$ cat src/rtl/dnsap_pkg.sv
// ----------------------------------------------------------------------------
// dnsap_pkg
// Shared types and constants for the DNS response A-record parser.
// ----------------------------------------------------------------------------
package dnsap_pkg;

	// Header length in bytes and the id register value after reset
	localparam int unsigned HEADER_BYTES = 12;
	localparam logic [15:0] TID_RESET    = 16'h1234;

	// Default depth of the result buffer
	localparam int unsigned RES_DEPTH = 3;

	// Top two bits set on a name byte mark a compression pointer
	localparam logic [7:0] PTR_MASK = 8'hC0;

	// Record attributes that make an A record
	localparam logic [15:0] TYPE_A   = 16'd1;
	localparam logic [15:0] CLASS_IN = 16'd1;
	localparam logic [15:0] LEN_IPV4 = 16'd4;

	// Packet status codes
	typedef enum logic [2:0] {
		ST_RESOLVED  = 3'd0,
		ST_SHORT     = 3'd1,
		ST_ID        = 3'd2,
		ST_NOT_RESP  = 3'd3,
		ST_NO_ANSWER = 3'd4,
		ST_NO_A      = 3'd5,
		ST_TRUNC     = 3'd6
	} status_t;

	// One input transaction
	typedef struct packed {
		logic       action;
		logic [7:0] data_byte;
		logic       last_byte;
	} item_t;

	// One result transaction
	typedef struct packed {
		status_t     status;
		logic [31:0] address;
		logic        resolved;
	} result_t;

endpackage

$ cat src/rtl/dnsap_msg_if.sv
// ----------------------------------------------------------------------------
// dnsap_msg_if
// Byte channel into the parser: valid/ready plus one message byte.
// ----------------------------------------------------------------------------
interface dnsap_msg_if;
	logic       valid;
	logic       ready;
	logic       action;
	logic [7:0] data_byte;
	logic       last_byte;

	modport source (output valid, action, data_byte, last_byte, input ready);
	modport sink   (input valid, action, data_byte, last_byte, output ready);
endinterface

$ cat src/rtl/dnsap_res_if.sv
// ----------------------------------------------------------------------------
// dnsap_res_if
// Result channel out of the parser: valid/ready plus status and address.
// ----------------------------------------------------------------------------
interface dnsap_res_if;
	logic               valid;
	logic               ready;
	dnsap_pkg::status_t status;
	logic [31:0]        address;
	logic               resolved;

	modport source (output valid, status, address, resolved, input ready);
	modport sink   (input valid, status, address, resolved, output ready);
endinterface

$ cat src/rtl/dns_response_a_record_parser_top.sv
// ----------------------------------------------------------------------------
// dns_response_a_record_parser_top
// Parses a DNS response byte stream and reports the first A record address.
//
//   channel          dir  handshake        payload
//   msg              in   valid/ready      action, data_byte, last_byte
//   res              out  valid/ready      status, address, resolved
//   transaction_id   in   transaction_id_we  16-bit expected header id
//
// One byte per cycle while msg.ready is high. A byte is registered on
// acceptance and parsed the next cycle; a last byte's parse pushes its result
// into the queue. The queue depth (ResDepth) sets how long the result side may
// stall before msg.ready drops. arst_n clears all control and parse state,
// the held address and flag, and loads the id register to 0x1234.
// ----------------------------------------------------------------------------
module dns_response_a_record_parser_top #(
	parameter int unsigned ResDepth = dnsap_pkg::RES_DEPTH
) (
	input  logic                 clk,
	input  logic                 arst_n,
	input  logic                 transaction_id_we,
	input  logic [15:0]          transaction_id,
	dnsap_msg_if.sink            msg,
	dnsap_res_if.source          res
);

	localparam int unsigned LvlW = $clog2(ResDepth + 1);

	dnsap_pkg::item_t   item;
	dnsap_pkg::result_t res_data, head;
	logic               accept, busy_s1, res_push, not_empty, pop;
	logic [LvlW-1:0]    level;

	assign item.action    = msg.action;
	assign item.data_byte = msg.data_byte;
	assign item.last_byte = msg.last_byte;
	assign accept         = msg.valid && msg.ready;

	// Accept only while a queue slot stays free for every transaction in flight
	assign msg.ready = ((LvlW + 1)'(level) + (LvlW + 1)'(busy_s1))
		<= (LvlW + 1)'(ResDepth - 1);

	assign pop          = res.valid && res.ready;
	assign res.valid    = not_empty;
	assign res.status   = head.status;
	assign res.address  = head.address;
	assign res.resolved = head.resolved;

	dnsap_core u_core (
		.clk        (clk),
		.arst_n     (arst_n),
		.tid_we     (transaction_id_we),
		.tid_wdata  (transaction_id),
		.item_valid (accept),
		.item       (item),
		.busy_s1    (busy_s1),
		.res_push   (res_push),
		.res_data   (res_data)
	);

	dnsap_res_buf #(
		.Depth (ResDepth)
	) u_res_buf (
		.clk       (clk),
		.arst_n    (arst_n),
		.push      (res_push),
		.push_data (res_data),
		.pop       (pop),
		.not_empty (not_empty),
		.head      (head),
		.level     (level)
	);

endmodule

$ cat src/rtl/dnsap_core.sv
// ----------------------------------------------------------------------------
// dnsap_core
// Input register and per-byte parse logic; one result per non-clear last byte.
// ----------------------------------------------------------------------------
module dnsap_core (
	input  logic                clk,
	input  logic                arst_n,
	input  logic                tid_we,
	input  logic [15:0]         tid_wdata,
	input  logic                item_valid,
	input  dnsap_pkg::item_t    item,
	output logic                busy_s1,
	output logic                res_push,
	output dnsap_pkg::result_t  res_data
);

	typedef enum logic [3:0] {
		PH_HEADER, PH_QNAME, PH_QLABEL, PH_QPTR, PH_QFIXED,
		PH_ANAME, PH_ALABEL, PH_APTR, PH_AFIXED, PH_ADATA, PH_DONE
	} phase_t;

	// Input stage
	logic             valid_s1;
	dnsap_pkg::item_t item_s1;

	// Parse state
	logic [15:0] tid_q;
	phase_t      phase_q, n_phase;
	logic [3:0]  hpos_q, n_hpos;
	logic [2:0]  verdict_q, n_verdict;
	logic [15:0] qleft_q, n_qleft;
	logic [15:0] aleft_q, n_aleft;
	logic [7:0]  lbl_q, n_lbl;
	logic [3:0]  fixed_q, n_fixed;
	logic [15:0] rtype_q, n_rtype;
	logic [15:0] rclass_q, n_rclass;
	logic [15:0] rlen_q, n_rlen;
	logic [15:0] dleft_q, n_dleft;
	logic [31:0] shift_q, n_shift;
	logic [31:0] raddr_q, n_raddr;
	logic        rflag_q, n_rflag;
	logic        found_q, n_found;

	logic [7:0]         b;
	logic               name_zero, name_ptr;
	dnsap_pkg::status_t status;

	assign b         = item_s1.data_byte;
	assign name_zero = (b == 8'd0);
	assign name_ptr  = ((b & dnsap_pkg::PTR_MASK) == dnsap_pkg::PTR_MASK);
	assign busy_s1   = valid_s1;

	// Advance the parse state by one byte, or clear the held address and flag
	always_comb begin
		n_phase   = phase_q;
		n_hpos    = hpos_q;
		n_verdict = verdict_q;
		n_qleft   = qleft_q;
		n_aleft   = aleft_q;
		n_lbl     = lbl_q;
		n_fixed   = fixed_q;
		n_rtype   = rtype_q;
		n_rclass  = rclass_q;
		n_rlen    = rlen_q;
		n_dleft   = dleft_q;
		n_shift   = shift_q;
		n_raddr   = raddr_q;
		n_rflag   = rflag_q;
		n_found   = found_q;
		res_push  = 1'b0;
		status    = dnsap_pkg::ST_TRUNC;

		if (valid_s1 && item_s1.action) begin
			// Clear the held address and flag only
			n_raddr = '0;
			n_rflag = 1'b0;
		end else if (valid_s1) begin
			unique case (phase_q)
				PH_HEADER: begin
					unique case (hpos_q)
						4'd0: n_rtype = {b, 8'h00};
						4'd1: begin
							if ({rtype_q[15:8], b} != tid_q && verdict_q == 3'd0)
								n_verdict = dnsap_pkg::ST_ID;
						end
						4'd2: begin
							if (!b[7] && verdict_q == 3'd0)
								n_verdict = dnsap_pkg::ST_NOT_RESP;
						end
						4'd4: n_qleft = {b, 8'h00};
						4'd5: n_qleft = {qleft_q[15:8], b};
						4'd6: n_aleft = {b, 8'h00};
						4'd7: begin
							n_aleft = {aleft_q[15:8], b};
							if ({aleft_q[15:8], b} == 16'd0 && verdict_q == 3'd0)
								n_verdict = dnsap_pkg::ST_NO_ANSWER;
						end
						default: ;
					endcase
					n_hpos = hpos_q + 4'd1;
					if (hpos_q == 4'(dnsap_pkg::HEADER_BYTES - 1)) begin
						n_rtype = '0;
						if (verdict_q != 3'd0)
							n_phase = PH_DONE;
						else
							n_phase = (qleft_q != 16'd0) ? PH_QNAME : PH_ANAME;
					end
				end
				PH_QNAME, PH_ANAME: begin
					priority if (name_zero) begin
						n_phase = (phase_q == PH_QNAME) ? PH_QFIXED : PH_AFIXED;
						n_fixed = '0;
					end else if (name_ptr) begin
						n_phase = (phase_q == PH_QNAME) ? PH_QPTR : PH_APTR;
					end else begin
						n_lbl   = b;
						n_phase = (phase_q == PH_QNAME) ? PH_QLABEL : PH_ALABEL;
					end
				end
				PH_QLABEL, PH_ALABEL: begin
					n_lbl = lbl_q - 8'd1;
					if (lbl_q == 8'd1)
						n_phase = (phase_q == PH_QLABEL) ? PH_QNAME : PH_ANAME;
				end
				PH_QPTR: begin
					n_phase = PH_QFIXED;
					n_fixed = '0;
				end
				PH_APTR: begin
					n_phase = PH_AFIXED;
					n_fixed = '0;
				end
				PH_QFIXED: begin
					n_fixed = fixed_q + 4'd1;
					if (fixed_q == 4'd3) begin
						n_fixed = '0;
						n_qleft = qleft_q - 16'd1;
						if (qleft_q != 16'd1)
							n_phase = PH_QNAME;
						else
							n_phase = (aleft_q != 16'd0) ? PH_ANAME : PH_DONE;
					end
				end
				PH_AFIXED: begin
					unique case (fixed_q)
						4'd0: n_rtype  = {b, 8'h00};
						4'd1: n_rtype  = {rtype_q[15:8], b};
						4'd2: n_rclass = {b, 8'h00};
						4'd3: n_rclass = {rclass_q[15:8], b};
						4'd8: n_rlen   = {b, 8'h00};
						4'd9: n_rlen   = {rlen_q[15:8], b};
						default: ;
					endcase
					n_fixed = fixed_q + 4'd1;
					if (fixed_q == 4'd9) begin
						n_fixed = '0;
						n_dleft = {rlen_q[15:8], b};
						n_shift = '0;
						if ({rlen_q[15:8], b} != 16'd0) begin
							n_phase = PH_ADATA;
						end else begin
							n_aleft = aleft_q - 16'd1;
							n_phase = (aleft_q != 16'd1) ? PH_ANAME : PH_DONE;
						end
					end
				end
				PH_ADATA: begin
					n_shift = {shift_q[23:0], b};
					n_dleft = dleft_q - 16'd1;
					if (dleft_q == 16'd1) begin
						if (rtype_q == dnsap_pkg::TYPE_A && rclass_q == dnsap_pkg::CLASS_IN
								&& rlen_q == dnsap_pkg::LEN_IPV4) begin
							n_raddr = {shift_q[23:0], b};
							n_rflag = 1'b1;
							n_found = 1'b1;
							n_phase = PH_DONE;
						end else begin
							n_aleft = aleft_q - 16'd1;
							n_phase = (aleft_q != 16'd1) ? PH_ANAME : PH_DONE;
						end
					end
				end
				default: ;
			endcase

			// Report on the last byte, then drop the per-packet state
			if (item_s1.last_byte) begin
				res_push = 1'b1;
				priority if (n_phase == PH_HEADER)
					status = dnsap_pkg::ST_SHORT;
				else if (n_verdict != 3'd0)
					status = dnsap_pkg::status_t'(n_verdict);
				else if (n_found)
					status = dnsap_pkg::ST_RESOLVED;
				else if (n_phase == PH_DONE)
					status = dnsap_pkg::ST_NO_A;
				else
					status = dnsap_pkg::ST_TRUNC;
				n_phase   = PH_HEADER;
				n_hpos    = '0;
				n_verdict = '0;
				n_qleft   = '0;
				n_aleft   = '0;
				n_lbl     = '0;
				n_fixed   = '0;
				n_rtype   = '0;
				n_rclass  = '0;
				n_rlen    = '0;
				n_dleft   = '0;
				n_shift   = '0;
				n_found   = 1'b0;
			end
		end
	end

	assign res_data.status   = status;
	assign res_data.address  = n_raddr;
	assign res_data.resolved = n_rflag;

	// Hold input stage, id register and parse state
	always_ff @(posedge clk or negedge arst_n) begin
		if (!arst_n) begin
			valid_s1  <= 1'b0;
			tid_q     <= dnsap_pkg::TID_RESET;
			phase_q   <= PH_HEADER;
			hpos_q    <= '0;
			verdict_q <= '0;
			qleft_q   <= '0;
			aleft_q   <= '0;
			lbl_q     <= '0;
			fixed_q   <= '0;
			rtype_q   <= '0;
			rclass_q  <= '0;
			rlen_q    <= '0;
			dleft_q   <= '0;
			shift_q   <= '0;
			raddr_q   <= '0;
			rflag_q   <= 1'b0;
			found_q   <= 1'b0;
		end else begin
			valid_s1  <= item_valid;
			if (tid_we)
				tid_q <= tid_wdata;
			phase_q   <= n_phase;
			hpos_q    <= n_hpos;
			verdict_q <= n_verdict;
			qleft_q   <= n_qleft;
			aleft_q   <= n_aleft;
			lbl_q     <= n_lbl;
			fixed_q   <= n_fixed;
			rtype_q   <= n_rtype;
			rclass_q  <= n_rclass;
			rlen_q    <= n_rlen;
			dleft_q   <= n_dleft;
			shift_q   <= n_shift;
			raddr_q   <= n_raddr;
			rflag_q   <= n_rflag;
			found_q   <= n_found;
		end
	end

	// Payload of the input stage needs no reset
	always_ff @(posedge clk) begin
		if (item_valid)
			item_s1 <= item;
	end

	// A clear transaction never yields a result
	a_clear_silent: assert property (@(posedge clk) disable iff (!arst_n)
		(valid_s1 && item_s1.action) |-> !res_push)
		else $error("result pushed on a clear transaction");

	// Every result restarts the packet at the header
	a_result_restart: assert property (@(posedge clk) disable iff (!arst_n)
		res_push |=> (phase_q == PH_HEADER && hpos_q == 4'd0 && !found_q))
		else $error("packet state not restarted after a result");

	// The held flag and address are both zero after a clear
	a_clear_zero: assert property (@(posedge clk) disable iff (!arst_n)
		(valid_s1 && item_s1.action) |=> (!rflag_q && raddr_q == 32'd0))
		else $error("clear did not drop the held address");

endmodule

$ cat src/rtl/dnsap_res_buf.sv
// ----------------------------------------------------------------------------
// dnsap_res_buf
// Small result queue between the parse logic and the result channel.
// ----------------------------------------------------------------------------
module dnsap_res_buf #(
	parameter int unsigned Depth = dnsap_pkg::RES_DEPTH
) (
	input  logic                             clk,
	input  logic                             arst_n,
	input  logic                             push,
	input  dnsap_pkg::result_t               push_data,
	input  logic                             pop,
	output logic                             not_empty,
	output dnsap_pkg::result_t               head,
	output logic [$clog2(Depth + 1) - 1:0]   level
);

	localparam int unsigned PtrW = $clog2(Depth);
	localparam int unsigned LvlW = $clog2(Depth + 1);

	dnsap_pkg::result_t entry_q [Depth];
	logic [PtrW-1:0]    wr_ptr_q, rd_ptr_q;
	logic [LvlW-1:0]    count_q;

	assign not_empty = (count_q != '0);
	assign head      = entry_q[rd_ptr_q];
	assign level     = count_q;

	// Advance pointers and occupancy
	always_ff @(posedge clk or negedge arst_n) begin
		if (!arst_n) begin
			wr_ptr_q <= '0;
			rd_ptr_q <= '0;
			count_q  <= '0;
		end else begin
			if (push)
				wr_ptr_q <= (wr_ptr_q == PtrW'(Depth - 1)) ? '0 : wr_ptr_q + PtrW'(1);
			if (pop)
				rd_ptr_q <= (rd_ptr_q == PtrW'(Depth - 1)) ? '0 : rd_ptr_q + PtrW'(1);
			unique case ({push, pop})
				2'b10:   count_q <= count_q + LvlW'(1);
				2'b01:   count_q <= count_q - LvlW'(1);
				default: count_q <= count_q;
			endcase
		end
	end

	// Store pushed results
	always_ff @(posedge clk) begin
		if (push)
			entry_q[wr_ptr_q] <= push_data;
	end

	// Never push into a full queue unless a pop frees a slot in the same cycle
	a_no_overflow: assert property (@(posedge clk) disable iff (!arst_n)
		push |-> (count_q < LvlW'(Depth) || pop))
		else $error("result queue overflow");

	// Never pop an empty queue
	a_no_underflow: assert property (@(posedge clk) disable iff (!arst_n)
		pop |-> not_empty)
		else $error("result queue underflow");

endmodule

$ cat src/flat_wrapper.sv
// flat-port wrapper written by rule: the top's interface ports become plain ports
module dns_response_a_record_parser_top_flat 
#(
	parameter int unsigned ResDepth = dnsap_pkg::RES_DEPTH
)
  (clk, arst_n, transaction_id_we, transaction_id, msg_valid, msg_action, msg_data_byte, msg_last_byte, msg_ready, res_valid, res_status, res_address, res_resolved, res_ready);
  dnsap_msg_if msg_i ();
  dnsap_res_if res_i ();
  input  logic clk;
  input  logic arst_n;
  input  logic transaction_id_we;
  input  logic [15:0] transaction_id;
  input wire logic [$bits(msg_i.valid)-1:0] msg_valid;
  input wire logic [$bits(msg_i.action)-1:0] msg_action;
  input wire logic [$bits(msg_i.data_byte)-1:0] msg_data_byte;
  input wire logic [$bits(msg_i.last_byte)-1:0] msg_last_byte;
  output wire logic [$bits(msg_i.ready)-1:0] msg_ready;
  output wire logic [$bits(res_i.valid)-1:0] res_valid;
  output wire logic [$bits(res_i.status)-1:0] res_status;
  output wire logic [$bits(res_i.address)-1:0] res_address;
  output wire logic [$bits(res_i.resolved)-1:0] res_resolved;
  input wire logic [$bits(res_i.ready)-1:0] res_ready;
  assign msg_i.valid = msg_valid;
  assign msg_i.action = msg_action;
  assign msg_i.data_byte = msg_data_byte;
  assign msg_i.last_byte = msg_last_byte;
  assign msg_ready = msg_i.ready;
  assign res_valid = res_i.valid;
  assign res_status = res_i.status;
  assign res_address = res_i.address;
  assign res_resolved = res_i.resolved;
  assign res_i.ready = res_ready;
  dns_response_a_record_parser_top #(.ResDepth(ResDepth)) u_core (.clk(clk), .arst_n(arst_n), .transaction_id_we(transaction_id_we), .transaction_id(transaction_id), .msg(msg_i), .res(res_i));
endmodule
$ cat config.mk
export PLATFORM = sky130hd
export DESIGN_NAME = dns_response_a_record_parser_top_flat
export DESIGN_NICKNAME = d
export VERILOG_FILES = /design/src/rtl/dnsap_pkg.sv /design/src/rtl/dnsap_msg_if.sv /design/src/rtl/dnsap_res_if.sv /design/src/rtl/dns_response_a_record_parser_top.sv /design/src/rtl/dnsap_core.sv /design/src/rtl/dnsap_res_buf.sv /design/src/flat_wrapper.sv
export SDC_FILE = /design/constraint.sdc
export NUM_CORES = 1
export LEC_CHECK = 0
export CAP_MARGIN = 20
export CORE_MARGIN = 2
export CORE_UTILIZATION = 40
export DETAILED_ROUTE_END_ITERATION = 8
export DONT_BUFFER_PORTS = 1
export PLACE_DENSITY = 0.53
export REMOVE_ABC_BUFFERS = 1
export SLEW_MARGIN = 40
export SYNTH_ARGS = -nofsm -noshare
export SYNTH_HDL_FRONTEND = slang
export SYNTH_SLANG_ARGS = --single-unit
$ cat constraint.sdc
create_clock -name clk -period 12.47 [get_ports clk]
set_input_delay 2.494 -clock clk [delete_from_list [all_inputs] [get_ports clk]]
set_output_delay 2.494 -clock clk [all_outputs]
set_load 0.1 [all_outputs]
==> flow_summary.json <==
{
  "hold_class": "flip-flop to flip-flop",
  "gp_routability_congestion": 0.857,
  "grt_pass1_vias": 10500,
  "grtUsageTotal_pct": 19.0,
  "r2r_slack_ns": 9.10,
  "initial_core_util_pct": 40.7,
  "tns_ns": 0,
  "core_um2": 37800,
  "io_buffers": 0,
  "vias": 10900,
  "crit_path_max_incr_delay_ns": 0.85,
  "cp-startpoint": "u_core.u_res_buf.rd_ptr_q[0]",
  "placed_area_um2": 16100,
  "cts_made_buffers": 37,
  "netlist_area_um2": 15400,
  "finalWirelength_mm": 37.0,
  "maxCapViolCount": 0,
  "cts_buffer_depth": 3,
  "synth_cells": 1481,
  "drt_iter0_drc": 725,
  "synth_area_leaders": "dfrtp_1, edfxtp_1, o21ai_0",
  "cts_tree": "built",
  "p_leak_nw": 6.78,
  "post-route-drc-count": 0,
  "synthFlopType": "dfrtp_1",
  "outcome": "finished clean",
  "wl_per_cell_um": 18.5,
  "cts_sinks": 318,
  "overflow": 0,
  "area.sequential_um2": 8560,
  "slowest_stage": "dfrtp_4",
  "synth_top_family_by_area": "simple AND/OR/NAND/NOR gates",
  "skew_ns": 0.0211,
  "design_area_um2": 17400,
  "synth-seq-area-share_pct": 55.6,
  "cts_resized": 0,
  "arrival_ns": 2.32,
  "root_buffer": "clkbuf_16",
  "tightest_slew_ns": 0.762,
  "drtPass1Iterations": 5,
  "setup_viol": 0,
  "synth_top_area_cell": "dfrtp_1",
  "final_util_pct": 46.0,
  "grt_max_degree": 201,
  "synth_compound_area_share_pct": 16.3,
  "post-cts-setup-buffer-count": 0,
  "drive_gt1_share_pct": 15.4,
  "synthAdderAreaFrac_pct": 1.87,
  "grt_pass1_wl_mm": 59.4,
  "num_antenna_cells": 0,
  "synth_area_per_cell_um2": 10.4,
  "dpl.hpwl_mm": 22.9,
  "critPathMaxFanout": 38,
  "use_met1_pct": 27.4,
  "critical_path.top_delay_family": "flip-flops",
  "rows": 71,
  "clk_pin_slew_ns": 0.06,
  "multi_input_area_um2": 6570,
  "ctsHtreeMaxLevel": 2,
  "reg2reg_depth": 8,
  "area_growth_pct": 13.0,
  "holdPathStages": 2,
  "antenna_left": 0,
  "start_kind": "flip-flop",
  "synthSimpleGateAreaFrac_pct": 16.8,
  "path_class": "flip-flop to primary output",
  "max_freq_mhz": 208,
  "viasPerCell": 5.45,
  "antenna_found_initial": 0,
  "crit_required_ns": 9.98,
  "ys_async_sr_fraction_pct": 62.9,
  "hold_end": "u_core.u_core.shift_q[23]",
  "worstHoldStart": "u_core.u_core.shift_q[23]",
  "fillers": 3502,
  "synth_cell_types": 81,
  "ys.warnings.count": 0,
  "postCtsHoldBufs": 0,
  "rsz0062_at_grt": "no",
  "relSlewSlack_pct": 48.7,
  "fin_nets": 1510,
  "worstSkewPairLatency_ns": 0.55,
  "end_kind": "primary output",
  "io_pins": 69,
  "drv_slew": 0,
  "top_usage_layer": "met2",
  "die_x_um": 200,
  "fin_crit_ns": 4.81,
  "use_met3_pct": 3.09,
  "synth_xor_area_share_pct": 1.08,
  "regToRegEndpoint": "u_core.u_res_buf.entry_q[1][34]",
  "path_buf_inv": 0,
  "ys_seq_elements": 318,
  "synth-edff-count": 118,
  "cp_cell_sequence": "mux2i_1, o21ai_4",
  "peakVddDrop_mv": 0.0936,
  "yosysTopAreaCellShare_pct": 31.7,
  "hold_viol_final": 0,
  "p_per_area_nw_per_um2": 209,
  "die_height_um": 200,
  "reg2reg_from": "u_core.u_core.phase_q[1]",
  "die_area_um2": 40000,
  "grtUsageMet2_pct": 29.5,
  "muxShareOfSynthArea_pct": 3.78,
  "finalCritPeriodShare_pct": 38.6
}
[area by class of cell]
class | instances | area share (%)
clock buffers | 54 | 6.05
multi-input cells | 1027 | 37.8
flip-flops and latches | 318 | 49.3
inverters | 51 | 1.10
repair buffers | 21 | 1.05
clock inverters | 14 | 1.01
well taps | 511 | 3.68
[cell families (layout without fill, tap and decap cells)]
kind of cell	Yosys count	count (layout)
and+or+nand+nor	513	513
AOI/OAI and AO/OA	416	416
DFF	318	318
buffers and inverters	136	140
muxes	56	56
adders and majority gates	23	23
xor gates and xnor gates	19	19
[how the worst max path moves through the flow]
stage,end,slack (ns),cells past startpoint
after global placement,res_address[19],7.78,2
after floorplan,res_address[0],6.29,2
final,res_address[8],7.66,2
after CTS,res_address[25],7.60,2
after detailed placement,res_address[25],8.21,2
after global routing,res_address[8],7.58,2
[worst register-to-register path, delay by kind of cell, from the launching register on]
family | cells | cell delay [ns]
AO/OA/AOI/OAI | 5 | 1.30
AND/OR/NAND/NOR | 3 | 1.09
flip-flops | 1 | 0.75
[layout by cell type, fill, tap and decap left out, types with 5 or more instances in the layout]
cell type | synthesis | routed
nand2b_1 | 10 | 10
a21o_1 | 8 | 8
o21ai_4 | 0 | 37
nand2_1 | 187 | 187
nor4_1 | 26 | 26
nand3b_1 | 5 | 5
mux2_2 | 17 | 17
a32oi_1 | 6 | 6
and2_1 | 11 | 10
buf_4 | 9 | 19
nand4_1 | 9 | 9
o21a_1 | 5 | 5
nand2_2 | 30 | 30
nor3_1 | 29 | 28
o21ai_1 | 10 | 10
a21oi_1 | 77 | 76
ha_1 | 23 | 23
o22ai_1 | 7 | 7
o21ai_0 | 196 | 159
a21oi_2 | 31 | 32
a22o_1 | 25 | 25
and3_1 | 13 | 13
dfstp_2 | 5 | 5
clkinv_2 | 0 | 7
a31oi_1 | 10 | 10
edfxtp_1 | 118 | 118
xor2_1 | 16 | 16
nor2b_1 | 9 | 9
inv_1 | 49 | 49
o31ai_1 | 12 | 12
nor4_2 | 8 | 8
clkbuf_16 | 0 | 38
nor2_1 | 87 | 86
dfrtp_1 | 195 | 193
nand3_1 | 53 | 53
mux2i_1 | 39 | 39
clkbuf_1 | 46 | 12
[Yosys cell counts, drive strengths merged, types with 3 or more instances]
cell and instances:
a21o 8, a21oi 108, a22o 26, a22oi 4, a31oi 10, a32oi 6, and2 13, and3 13
buf 32, clkbuf 52, dfrtp 195, dfstp 5, edfxtp 118, ha 23, inv 49, mux2 17
mux2i 39, nand2 217, nand2b 10, nand3 53, nand3b 5, nand4 9, nor2 88, nor2b 9
nor3 31, nor3b 6, nor4 35, nor4b 5, o21a 5, o21ai 207, o22ai 7, o31ai 12
o41ai 3, or2 6, or3 5, xnor2 3, xor2 16
[metal layers]
metal,wire length [um],vias to the layer above
met3,1600,47
met5,0,-
met4,665,0
met1,17900,5287
li1,-,5273
met2,16800,262
[state kept, by name, indices dropped and copies added (netlist names), 2 cells and up]
signal	count
u_core.u_res_buf.entry_q	108
u_core.u_core.raddr_q	32
u_core.u_core.shift_q	24
u_core.u_core.aleft_q	16
u_core.u_core.dleft_q	16
u_core.u_core.qleft_q	16
u_core.u_core.rclass_q	16
u_core.u_core.rlen_q	16
u_core.u_core.rtype_q	16
u_core.u_core.tid_q	16
u_core.u_core.b	8
u_core.u_core.lbl_q	8
u_core.u_core.fixed_q	4
u_core.u_core.hpos_q	4
u_core.u_core.phase_q	4
u_core.u_core.verdict_q	3
u_core.u_core.item_s1	2
u_core.u_res_buf.level	2
u_core.u_res_buf.rd_ptr_q	2
u_core.u_res_buf.wr_ptr_q	2
[report_power, final]
group	total (mW)	switching, mW	leakage (nW)	internal (mW)
Combinational	1.23	0.942	2.36	0.287
Clock	1.08	0.428	0.599	0.652
Sequential	1.32	0.124	3.82	1.19
[through the flow]
step | power [mW] | setup WS, ns | cells | hold WS (ns)
final | 3.63 | 7.66 | 1996 | 0.485
after CTS | 3.67 | 7.60 | 1996 | 0.487
after global routing | 3.80 | 7.58 | 1996 | 0.508
after global placement | 2.48 | 7.78 | 1926 | 0.465
after floorplan | 2.21 | 6.29 | 1396 | 0.450
after detailed placement | 2.57 | 8.21 | 1928 | 0.473
Note: power is estimated with default switching activity, not from simulation.
